## config.mk

```make
export PLATFORM = sky130hd
export DESIGN_NAME = k_stacks_shared_store_unit
export DESIGN_NICKNAME = d
export VERILOG_FILES = /design/src/hdl/kss_pkg.sv /design/src/hdl/kss_ctrl.sv /design/src/hdl/kss_dpath.sv /design/src/hdl/k_stacks_shared_store_unit.sv
export SDC_FILE = /design/constraint.sdc
export NUM_CORES = 1
export LEC_CHECK = 0
export BUFFER_PORTS_ARGS = -buffer_cell sky130_fd_sc_hd__buf_2
export CAP_MARGIN = 20
export CORE_UTILIZATION = 58
export CTS_CLUSTER_DIAMETER = 30
export DETAILED_ROUTE_END_ITERATION = 8
export GPL_TIMING_DRIVEN = 0
export PLACE_DENSITY = 0.86
export SLEW_MARGIN = 10
export SYNTH_ARGS = -nofsm -noshare
export SYNTH_HDL_FRONTEND = slang
export SYNTH_SLANG_ARGS = --single-unit
```

## constraint.sdc

```tcl
create_clock -name clock -period 6.48 [get_ports clock]
set_input_delay 1.944 -clock clock [delete_from_list [all_inputs] [get_ports clock]]
set_output_delay 1.944 -clock clock [all_outputs]
set_load 0.02 [all_outputs]
```

## src/hdl/kss_pkg.sv

```systemverilog
// Shared types, codes and default sizes for the shared-store stack unit.
`default_nettype none
package kss_pkg;

   localparam int CAPACITY_DEFAULT   = 16;
   localparam int NUM_STACKS_DEFAULT = 8;
   localparam int DATA_WIDTH_DEFAULT = 32;

   typedef enum logic {
      FUNC_PUSH = 1'b0,
      FUNC_POP  = 1'b1
   } func_type;

   typedef enum logic [1:0] {
      STATUS_DONE  = 2'd0,
      STATUS_FULL  = 2'd1,
      STATUS_EMPTY = 2'd2
   } status_type;

   typedef enum logic [1:0] {
      S_IDLE,
      S_SLOT,
      S_WRITE
   } state_type;

   typedef struct packed {
      func_type           func;
      logic [2:0]         stack_index;
      logic signed [31:0] push_value;
   } req_type;

   typedef struct packed {
      status_type         status;
      logic signed [31:0] pop_value;
   } rsp_type;

   typedef struct packed {
      logic accept;
      logic slot_read;
      logic commit;
   } ctrl_cmd_type;

endpackage
`default_nettype wire

```

## src/hdl/kss_ctrl.sv

```systemverilog
// Sequencing state machine for the shared-store stack unit.
`default_nettype none
module kss_ctrl (
   input  wire logic                  clock,
   input  wire logic                  reset,
   input  wire logic                  req_valid,
   output logic                       req_stall,
   output logic                       rsp_valid,
   input  wire logic                  rsp_stall,
   output kss_pkg::ctrl_cmd_type      cmd
);

   kss_pkg::state_type state_ff, state_in;
   logic               rsp_valid_ff, rsp_valid_in;
   logic               can_commit;

   assign can_commit = !rsp_valid_ff || !rsp_stall;

   always_comb begin
      state_in = state_ff;
      unique case (state_ff)
         kss_pkg::S_IDLE: begin
            if (req_valid) state_in = kss_pkg::S_SLOT;
         end
         kss_pkg::S_SLOT: begin
            state_in = kss_pkg::S_WRITE;
         end
         kss_pkg::S_WRITE: begin
            if (can_commit) state_in = kss_pkg::S_IDLE;
         end
         default: begin
            state_in = kss_pkg::S_IDLE;
         end
      endcase
   end

   always_comb begin
      cmd.accept    = (state_ff == kss_pkg::S_IDLE) && req_valid;
      cmd.slot_read = (state_ff == kss_pkg::S_SLOT);
      cmd.commit    = (state_ff == kss_pkg::S_WRITE) && can_commit;
      req_stall     = (state_ff != kss_pkg::S_IDLE);
      rsp_valid_in  = cmd.commit || (rsp_valid_ff && rsp_stall);
   end

   always_ff @(posedge clock) begin
      if (reset) begin
         state_ff     <= kss_pkg::S_IDLE;
         rsp_valid_ff <= 1'b0;
      end else begin
         state_ff     <= state_in;
         rsp_valid_ff <= rsp_valid_in;
      end
   end

   assign rsp_valid = rsp_valid_ff;

   a_accept_to_slot : assert property (@(posedge clock) disable iff (reset)
      (!reset && cmd.accept) |=> (state_ff == kss_pkg::S_SLOT))
      else $error("accepted transaction did not move to slot read");

   a_rsp_from_write : assert property (@(posedge clock) disable iff (reset)
      $rose(rsp_valid_ff) |-> ($past(state_ff) == kss_pkg::S_WRITE))
      else $error("response raised outside write-back");

   a_write_waits : assert property (@(posedge clock) disable iff (reset)
      (!reset && state_ff == kss_pkg::S_WRITE && rsp_valid_ff && rsp_stall)
      |=> (state_ff == kss_pkg::S_WRITE))
      else $error("write-back left while the output register was full");

endmodule
`default_nettype wire

```

## src/hdl/kss_dpath.sv

```systemverilog
// Datapath of the shared-store stack unit: data, link and top memories and the free list.
`default_nettype none
module kss_dpath #(
   parameter int CAPACITY   = kss_pkg::CAPACITY_DEFAULT,
   parameter int NUM_STACKS = kss_pkg::NUM_STACKS_DEFAULT,
   parameter int DATA_WIDTH = kss_pkg::DATA_WIDTH_DEFAULT
) (
   input  wire logic                  clock,
   input  wire logic                  reset,
   input  wire kss_pkg::ctrl_cmd_type cmd,
   input  wire kss_pkg::req_type      req_payload,
   output kss_pkg::rsp_type           rsp_payload
);

   localparam int LINK_W = $clog2(CAPACITY + 1);
   localparam int ADDR_W = $clog2(CAPACITY);
   localparam int SW     = (NUM_STACKS > 1) ? $clog2(NUM_STACKS) : 1;
   localparam int IW     = (SW > 3) ? SW : 3;
   localparam int VW     = 64;
   localparam logic [LINK_W-1:0] NULL_LINK = LINK_W'(CAPACITY);

   logic [DATA_WIDTH-1:0] data_mem [CAPACITY];
   logic [LINK_W-1:0]     link_mem [CAPACITY];
   logic [LINK_W-1:0]     top_mem  [NUM_STACKS];

   logic [NUM_STACKS-1:0] top_valid_ff, top_valid_in;
   logic [LINK_W-1:0]     free_head_ff, free_head_in;
   logic [LINK_W-1:0]     fill_ff, fill_in;

   kss_pkg::req_type      req_ff;
   logic                  in_range_ff;
   logic [LINK_W-1:0]     top_rd_ff;
   logic                  top_ok_ff;
   logic [LINK_W-1:0]     slot_ff;
   logic                  ok_ff;
   logic                  implicit_ff;
   logic [LINK_W-1:0]     link_rd_ff;
   logic [DATA_WIDTH-1:0] data_rd_ff;
   kss_pkg::rsp_type      rsp_ff;

   logic [IW-1:0]         req_idx_wide, cur_idx_wide;
   logic [SW-1:0]         req_addr, cur_addr;
   logic                  req_in_range;
   logic                  is_push;
   logic [LINK_W-1:0]     slot;
   logic                  slot_ok;
   logic [ADDR_W-1:0]     slot_addr, slot_ff_addr;
   logic [LINK_W-1:0]     next_link;
   logic                  push_commit, pop_commit;
   logic [LINK_W-1:0]     top_wdata, link_wdata;
   logic [VW-1:0]         push_wide, rd_wide;

   always_comb begin
      req_idx_wide = IW'(req_payload.stack_index);
      req_addr     = req_idx_wide[SW-1:0];
      req_in_range = 32'(req_payload.stack_index) < NUM_STACKS;
      cur_idx_wide = IW'(req_ff.stack_index);
      cur_addr     = cur_idx_wide[SW-1:0];
      is_push      = (req_ff.func == kss_pkg::FUNC_PUSH);
      slot         = is_push ? free_head_ff : top_rd_ff;
      slot_ok      = is_push ? (in_range_ff && (free_head_ff < NULL_LINK)) : top_ok_ff;
      slot_addr    = slot[ADDR_W-1:0];
      slot_ff_addr = slot_ff[ADDR_W-1:0];
      // Slots at or beyond the fill count were never written and still link to the next one.
      next_link    = implicit_ff ? (slot_ff + LINK_W'(1)) : link_rd_ff;
      push_commit  = cmd.commit && ok_ff && is_push;
      pop_commit   = cmd.commit && ok_ff && !is_push;
      top_wdata    = is_push ? slot_ff : next_link;
      link_wdata   = is_push ? (top_ok_ff ? top_rd_ff : NULL_LINK) : free_head_ff;
      push_wide    = VW'($unsigned(req_ff.push_value));
      rd_wide      = VW'(data_rd_ff);
   end

   always_comb begin
      top_valid_in = top_valid_ff;
      free_head_in = free_head_ff;
      fill_in      = fill_ff;
      if (push_commit) begin
         top_valid_in[cur_addr] = 1'b1;
         free_head_in           = next_link;
         if (implicit_ff) fill_in = fill_ff + LINK_W'(1);
      end else if (pop_commit) begin
         top_valid_in[cur_addr] = (next_link < NULL_LINK);
         free_head_in           = slot_ff;
      end
   end

   always_ff @(posedge clock) begin
      if (reset) begin
         top_valid_ff <= '0;
         free_head_ff <= '0;
         fill_ff      <= '0;
      end else begin
         top_valid_ff <= top_valid_in;
         free_head_ff <= free_head_in;
         fill_ff      <= fill_in;
      end
   end

   always_ff @(posedge clock) begin
      if (cmd.accept) top_rd_ff <= top_mem[req_addr];
      if (push_commit || pop_commit) top_mem[cur_addr] <= top_wdata;
   end

   always_ff @(posedge clock) begin
      if (cmd.slot_read) link_rd_ff <= link_mem[slot_addr];
      if (push_commit || pop_commit) link_mem[slot_ff_addr] <= link_wdata;
   end

   always_ff @(posedge clock) begin
      if (cmd.slot_read) data_rd_ff <= data_mem[slot_addr];
      if (push_commit) data_mem[slot_ff_addr] <= push_wide[DATA_WIDTH-1:0];
   end

   always_ff @(posedge clock) begin
      if (cmd.accept) begin
         req_ff      <= req_payload;
         in_range_ff <= req_in_range;
         top_ok_ff   <= req_in_range && top_valid_ff[req_addr];
      end
      if (cmd.slot_read) begin
         slot_ff     <= slot;
         ok_ff       <= slot_ok;
         implicit_ff <= (slot >= fill_ff);
      end
      if (cmd.commit) begin
         if (ok_ff) begin
            rsp_ff.status <= kss_pkg::STATUS_DONE;
         end else if (is_push) begin
            rsp_ff.status <= kss_pkg::STATUS_FULL;
         end else begin
            rsp_ff.status <= kss_pkg::STATUS_EMPTY;
         end
         rsp_ff.pop_value <= pop_commit ? rd_wide[31:0] : '0;
      end
   end

   assign rsp_payload = rsp_ff;

   a_head_within_fill : assert property (@(posedge clock) disable iff (reset)
      free_head_ff <= fill_ff)
      else $error("free list head lies beyond the fill count");

   a_fill_only_on_push : assert property (@(posedge clock) disable iff (reset)
      (!reset && !(push_commit && implicit_ff)) |=> $stable(fill_ff))
      else $error("fill count moved without a push to a fresh slot");

   a_pop_frees_slot : assert property (@(posedge clock) disable iff (reset)
      (!reset && pop_commit) |=> (free_head_ff == $past(slot_ff)))
      else $error("popped slot did not become the free list head");

endmodule
`default_nettype wire

```

## src/hdl/k_stacks_shared_store_unit.sv

```systemverilog
// Top level of the shared-store stack unit: several stacks linked through one data store.
// A transaction passes the top-slot read, the link and data read and the write-back into the
// output register; write-back waits only while rsp_stall holds the previous result there.
// No new transaction is accepted until the previous one has finished its write-back; each
// of these steps goes through a single-port synchronous memory.
// Reset is synchronous and takes effect at once; a fill count stands in for the link
// initialization, so there is no clearing pass.
`default_nettype none
module k_stacks_shared_store_unit #(
   parameter int CAPACITY   = kss_pkg::CAPACITY_DEFAULT,
   parameter int NUM_STACKS = kss_pkg::NUM_STACKS_DEFAULT,
   parameter int DATA_WIDTH = kss_pkg::DATA_WIDTH_DEFAULT
) (
   input  wire logic             clock,
   input  wire logic             reset,
   input  wire logic             req_valid,
   output logic                  req_stall,
   input  wire kss_pkg::req_type req_payload,
   output logic                  rsp_valid,
   input  wire logic             rsp_stall,
   output kss_pkg::rsp_type      rsp_payload
);

   kss_pkg::ctrl_cmd_type cmd;

   kss_ctrl u_ctrl (
      .clock     (clock),
      .reset     (reset),
      .req_valid (req_valid),
      .req_stall (req_stall),
      .rsp_valid (rsp_valid),
      .rsp_stall (rsp_stall),
      .cmd       (cmd)
   );

   kss_dpath #(
      .CAPACITY   (CAPACITY),
      .NUM_STACKS (NUM_STACKS),
      .DATA_WIDTH (DATA_WIDTH)
   ) u_dpath (
      .clock       (clock),
      .reset       (reset),
      .cmd         (cmd),
      .req_payload (req_payload),
      .rsp_payload (rsp_payload)
   );

endmodule
`default_nettype wire
```

==> results of run 1 <==
## metal layers
layer | GRT usage [%] | part of all wire (%) | vias to the layer above
li1 | - | - | 6301
met1 | 41.4 | 34 | 8274
met2 | 51.7 | 48 | 1645
met3 | 8.14 | 12 | 365
met4 | 18.9 | 6.0 | 4
met5 | 0 | 0.042 | -
## report_power, final
| part | internal [W] | leakage [nW] | total (W) | switching (W) |
|---|---|---|---|---|
| Clock | 0.00391 | 1.95 | 0.00648 | 0.00257 |
| Combinational | 0.000214 | 2.76 | 0.000544 | 0.000330 |
| Sequential | 0.00556 | 7.03 | 0.00563 | 0.0000745 |
| Total | 0.00968 | 11.7 | 0.0127 | 0.00298 |
## logic make-up (layout without fill, tap and decap cells)
logic type | Yosys count | count (layout) | synth area share, %
adders and majority gates | 10 | 10 | 0.428
xor gates and xnor gates | 6 | 6 | 0.180
and+or+nand+nor | 342 | 342 | 5.32
muxes | 179 | 179 | 13.1
AOI/OAI and AO/OA | 40 | 40 | 0.848
DFF | 773 | 773 | 78.7
other | 0 | 1 | 0
buffers and inverters | 78 | 419 | 1.41
## critical path: stages
cell	delay [ns]
buf_2	0.13
nand2_1	0.12
and3_1	0.23
clkbuf_1	0.64
nand2_1	0.57
nor3_2	0.90
buf_4	0.38
buf_4	0.26
## synth_stat cells, types with 2 or more instances
master / number / area share (%)
xnor2_1: 3 / 0.090
a21oi_1: 16 / 0.27
nand3_1: 5 / 0.086
inv_1: 11 / 0.14
clkbuf_1: 37 / 0.48
nand4_1: 39 / 0.84
nor3b_1: 3 / 0.077
xor2_1: 3 / 0.090
nor2b_1: 2 / 0.043
dfxtp_1: 21 / 1.4
o21ai_0: 10 / 0.17
and3_1: 34 / 0.73
mux4_2: 160 / 12
nor4_1: 2 / 0.043
nand2b_1: 9 / 0.19
mux2_2: 9 / 0.35
a211oi_1: 2 / 0.051
nor2_1: 52 / 0.67
or2_2: 2 / 0.043
mux2i_1: 9 / 0.31
ha_1: 10 / 0.43
nor4b_1: 2 / 0.060
o22ai_1: 3 / 0.064
buf_6: 13 / 0.50
nand2_1: 176 / 2.3
edfxtp_1: 752 / 77
nor3_1: 14 / 0.24
buf_2: 14 / 0.24
## sequential cells by signal (all words and copies together), names as in the netlist, 8 cells and up
register,flops
u_dpath.data_mem,512
u_dpath.data_rd_ff,32
u_dpath.link_mem,80
u_dpath.push_wide,32
u_dpath.rsp_payload,34
u_dpath.top_mem,40
u_dpath.top_valid_ff,8
## metrics by stage
step	power (W)	util, %	hold slack, ns	TNS, ns
after floorplan	0.00603	-	0.442	0
after global placement	0.00618	61.6	0.454	-399.59
after detailed placement	0.00623	63.4	0.477	0
after CTS	0.0127	71.7	0.484	0
after global routing	0.0129	71.7	0.518	0
final	0.0127	71.7	0.486	0
## area by class of cell
class                           instances  area (µm²)  area share, %
Multi-Input combinational cell        577        5960           16.8
Timing Repair Buffer                  121        1130           3.19
Clock buffer                          123        2950           8.33
Tap cell                              664         831           2.35
Inverter                               12        45.0          0.127
Clock inverter                         97        1120           3.17
Antenna cell                            1        2.50        0.00707
Sequential cell                       773       23000           65.0
Buffer                                 66         367           1.04
## worst max-delay path by stage
| stage | to | cells after the start |
|---|---|---|
| 2_1_floorplan | u_dpath.data_mem[13][0] | 5 |
| 3_3_place_gp | u_dpath.data_mem[12][16] | 6 |
| 3_5_place_dp | u_dpath.data_mem[14][16] | 8 |
| 4_1_cts | u_dpath.data_mem[14][23] | 8 |
| 5_1_grt | u_dpath.data_mem[14][20] | 8 |
| 6_report | u_dpath.data_mem[14][23] | 8 |
==> flow_summary.yaml, run 1 <==
routing:
  ant_nets: 0
  drc_errors: 0
  drt_pre_antenna_iters: 6
  dr_total_vias: 16600
  routed_via_density: 6.82
  detail_route.wirelength_mm: 80.7
  drt_iter0_drc: 2571
  detailed_route_wire_length_per_cell_um: 33.1
timing:
  setup_violations: 0
  fin_worst_skew_ns: 0.0910
  period_share_pct: 74.1
  slew_headroom_pct: 21.6
  slew_viol_final: 0
  final_critical_path_setup_slack_ns: 1.68
  period_needed_ns: 4.80
  hold_viol: 0
  timing_worst_slew_pin_value_ns: 1.17
  fmaxAchievable_mhz: 208
  unrepaired_setup_endpoints_after_global_routing: "no"
clocking:
  post_cts.repair.setup_buffers: 0
  ctsHoldBuffers: 0
  numCtsBuffers: 116
  clockRootBuffer: "clkbuf_16"
  cts_resized: 0
  htree_num_levels: 3
  clk_latency_ns: 0.71
  tritoncts_clock_tree: "built"
  clock_sinks: 773
  clk_path_buf_depth: 3
  clk_transition_reported_paths_ns: 0.06
grt:
  maximum_number_of_pins_on_one_net_before_global_route_repair: 19
  grt_pass1_vias: 17200
  globalRouteTotalUtil_pct: 32.6
  grt_overflow: 0
  grt_first_pass_wirelength_mm: 116
  antenna_found_initial: 2
logic_synthesis:
  yosysWarnings: 0
  synthArstFlopShare_pct: 0
  syn_inst: 1428
  ys_seq_area_share_pct: 78.7
  synth_cell_types: 43
  synth_enable_flop_cells: 752
  yosys_most_used_dff: "edfxtp_1"
  netlist_area_um2: 29200
  synth_seq_cells: 773
  syn-num-nets: 1478
  synth_area_per_cell_um2: 20.5
final_layout:
  drive_above_1_share_pct: 31.1
  area_growth_pct: 21.2
  design_area_um2: 35400
  finalNonFillerCells: 2434
  final_cell_mix: "752 x edfxtp_1, 176 x nand2_1, 160 x mux4_2, 116 x clkbuf_16, 90 x buf_2"
  final_nets: 1717
  final_common_cell: "edfxtp_1"
  num-fill-cells: 2569
place:
  port-buffer-count: 75
  placed_cell_area_um2: 31300
  preCtsSetupSlack_ns: 1.04
  finalWeightedCongestion: 0.884
  placed_cells: 2210
  dp_hpwl_mm: 43.9
setup_path:
  worstReg2RegEnd: "u_dpath.data_mem[14][23]"
  setup.reg_to_reg.worst_slack_ns: 2.63
  critical_path.reg2reg.startpoint: "u_ctrl.state_ff[1]"
  critical_path.max_fanout: 10
  required_ns: 6.87
  crit_start: "rsp_stall"
  setup.worst_path.end_class: "register"
  worst_r2r_path_depth: 7
  critical_path_type: "in2reg"
  start_kind: "input port"
  critical_path_arrival_ns: 5.19
min_path:
  hold_path_endpoint: "u_dpath.free_head_ff[1]"
  min-delay-path-class: "reg2reg"
  worst_hold_path.num_cells: 2
  min_from: "u_dpath.free_head_ff[1]"
pwr:
  vdd_drop_max_uv: 301
  cellPowerDensity_nw_per_um2: 357
  power.leakage_nw: 11.7
die:
  die_w_um: 226
  ioPinCount: 76
  design.die.area_um2: 51300
  start_util_pct: 59.2
  core_area_um2: 49400
  core.rowCount: 81
  die_h_um: 226
job:
  max-cap-violations: 0
outcome:
  outcome: "completed"
Note: power is estimated with default switching activity, not from simulation.
==> inputs of run 2 (changes only) <==
CORE_UTILIZATION = 56   (was 58)
PLACE_DENSITY = 0.87   (was 0.86)
clock period = 4.1 ns   (was 6.48 ns; I/O delays follow)
==> flow_summary.yaml, run 2 (synthesis gave the netlist of run 1 again) <==
outcome:
  outcome: "completed"
clocking:
  clock_sinks: 773
  ctsHoldBuffers: 0
  tritoncts_clock_tree: "built"
  clk_path_buf_depth: 3
  clk_latency_ns: 0.71
  post_cts.repair.setup_buffers: 0
  clockRootBuffer: "clkbuf_16"
  numCtsBuffers: 120
  htree_num_levels: 3
  clk_transition_reported_paths_ns: 0.06
  cts_resized: 0
pwr:
  vdd_drop_max_uv: 647
  totalPowerFinal_w: 0.0206
  power.leakage_nw: 12.0
  cellPowerDensity_nw_per_um2: 575
final_layout:
  top_register: "u_dpath.data_mem"
  insertedDiodeCount: 0
  area_growth_pct: 22.9
  final_common_cell: "edfxtp_1"
  num-fill-cells: 2741
  drive_above_1_share_pct: 31.3
  biggestRegsByFlops: "u_dpath.data_mem (512), u_dpath.link_mem (80), u_dpath.top_mem (40)"
  postLayoutCoreUtil_pct: 69.8
  final_cell_mix: "752 x edfxtp_1, 176 x nand2_1, 160 x mux4_2, 121 x clkbuf_16, 89 x buf_2"
  final_nets: 1715
  largest_reg_flops: 512
grt:
  globalRouteTotalUtil_pct: 32.1
  grt_overflow: 0
  maximum_number_of_pins_on_one_net_before_global_route_repair: 26
  grt.met2_usage_pct: 52.0
  grt_pass1_vias: 17500
  grt.met1_usage_pct: 39.6
  antenna_found_initial: 1
  grt_util_met3_pct: 7.66
  grt_first_pass_wirelength_mm: 119
  globalRoute.busiestLayer: "met2"
routing:
  routed_via_density: 6.85
  detailed_route_wire_length_per_cell_um: 34.1
  drc_errors: 0
  ant_nets: 0
  detail_route.wirelength_mm: 83.5
  drt_pre_antenna_iters: 8
  drt_iter0_drc: 2625
  dr_total_vias: 16800
die:
  core.rowCount: 83
  start_util_pct: 56.8
  ioPinCount: 76
  design.die.area_um2: 53100
  die_h_um: 230
  die_w_um: 230
  core_area_um2: 51400
setup_path:
  required_ns: 4.47
  critical_path_arrival_ns: 4.21
  critical_path.max_fanout: 13
  start_kind: "input port"
  critical_path_type: "in2reg"
  setup.worst_path.end_class: "register"
timing:
  period_share_pct: 93.8
  slew_headroom_pct: 14.5
  setup_violations: 0
  period_needed_ns: 3.85
  hold_viol: 0
  fmaxAchievable_mhz: 260
  unrepaired_setup_endpoints_after_global_routing: "no"
  fin_worst_skew_ns: 0.0682
  hold_ws_ns: 0.507
  setup_tns_ns: 0
  slew_viol_final: 0
  timing_worst_slew_pin_value_ns: 1.28
place:
  finalWeightedCongestion: 0.839
  port-buffer-count: 75
  dp_hpwl_mm: 45.0
min_path:
  min-delay-path-class: "reg2reg"
job:
  max-cap-violations: 0
## run 2: cell types whose count changed in the layout (fill, tap and decap cells not counted), sizes merged
cell,before,now
clkinv,43,46
buf,150,144
clkinvlp,12,8
diode,1,0
clkbuf,160,171
inv,41,33
bufinv,13,20
## run 2: layer usage
layer,part of all wire (%),wire length (µm)
met1,33,27700
met4,6.4,5380
met5,0.016,13
met2,49,40800
met3,12,9650
## run 2: worst max-delay path, stage by stage
cell,delay (ns)
buf_2,0.13
nand2_1,0.13
and3_1,0.24
clkbuf_1,0.60
nand2_1,0.64
nor3_4,0.96
buf_16,0.25
## run 2: through the flow
stage / setup slack, ns / cell area [µm²] / std cells
floorplan: 0.316 / 29200 / 1428
global placement: -1.91 / 30500 / 2183
detailed placement: -0.226 / 31500 / 2222
CTS: 0.441 / 35900 / 2451
global route: 0.305 / 35900 / 2452
finish: 0.254 / 35900 / 2452
## run 2: report_power, final
group | internal (W) | switching [W] | total [W] | leakage [nW]
Sequential | 0.00878 | 0.000119 | 0.00890 | 7.03
Clock | 0.00684 | 0.00405 | 0.0109 | 2.11
Combinational | 0.000335 | 0.000529 | 0.000864 | 2.81
## run 2: final timing paths
kind	slack [ns]	end	cells after the start	from
max	0.25	u_dpath.data_mem[15][24]	7	rsp_stall
max reg2reg	0.46	u_dpath.data_mem[15][24]	6	u_ctrl.state_ff[1]
min reg2reg	0.51	u_dpath.free_head_ff[1]	2	u_dpath.free_head_ff[1]
min	0.51	u_dpath.free_head_ff[1]	2	u_dpath.free_head_ff[1]
## run 2: cell type report
cell class                 count  area [µm²]  area share, %
inverter                      12        45.0          0.125
buffer                        66         367           1.02
timing repair buffer         115        1280           3.56
clock buffer                 134        3110           8.66
multi-input combinational    577        5990           16.7
clock inverter                95        1260           3.50
sequential                   773       23000           64.1
tap                          680         851           2.37
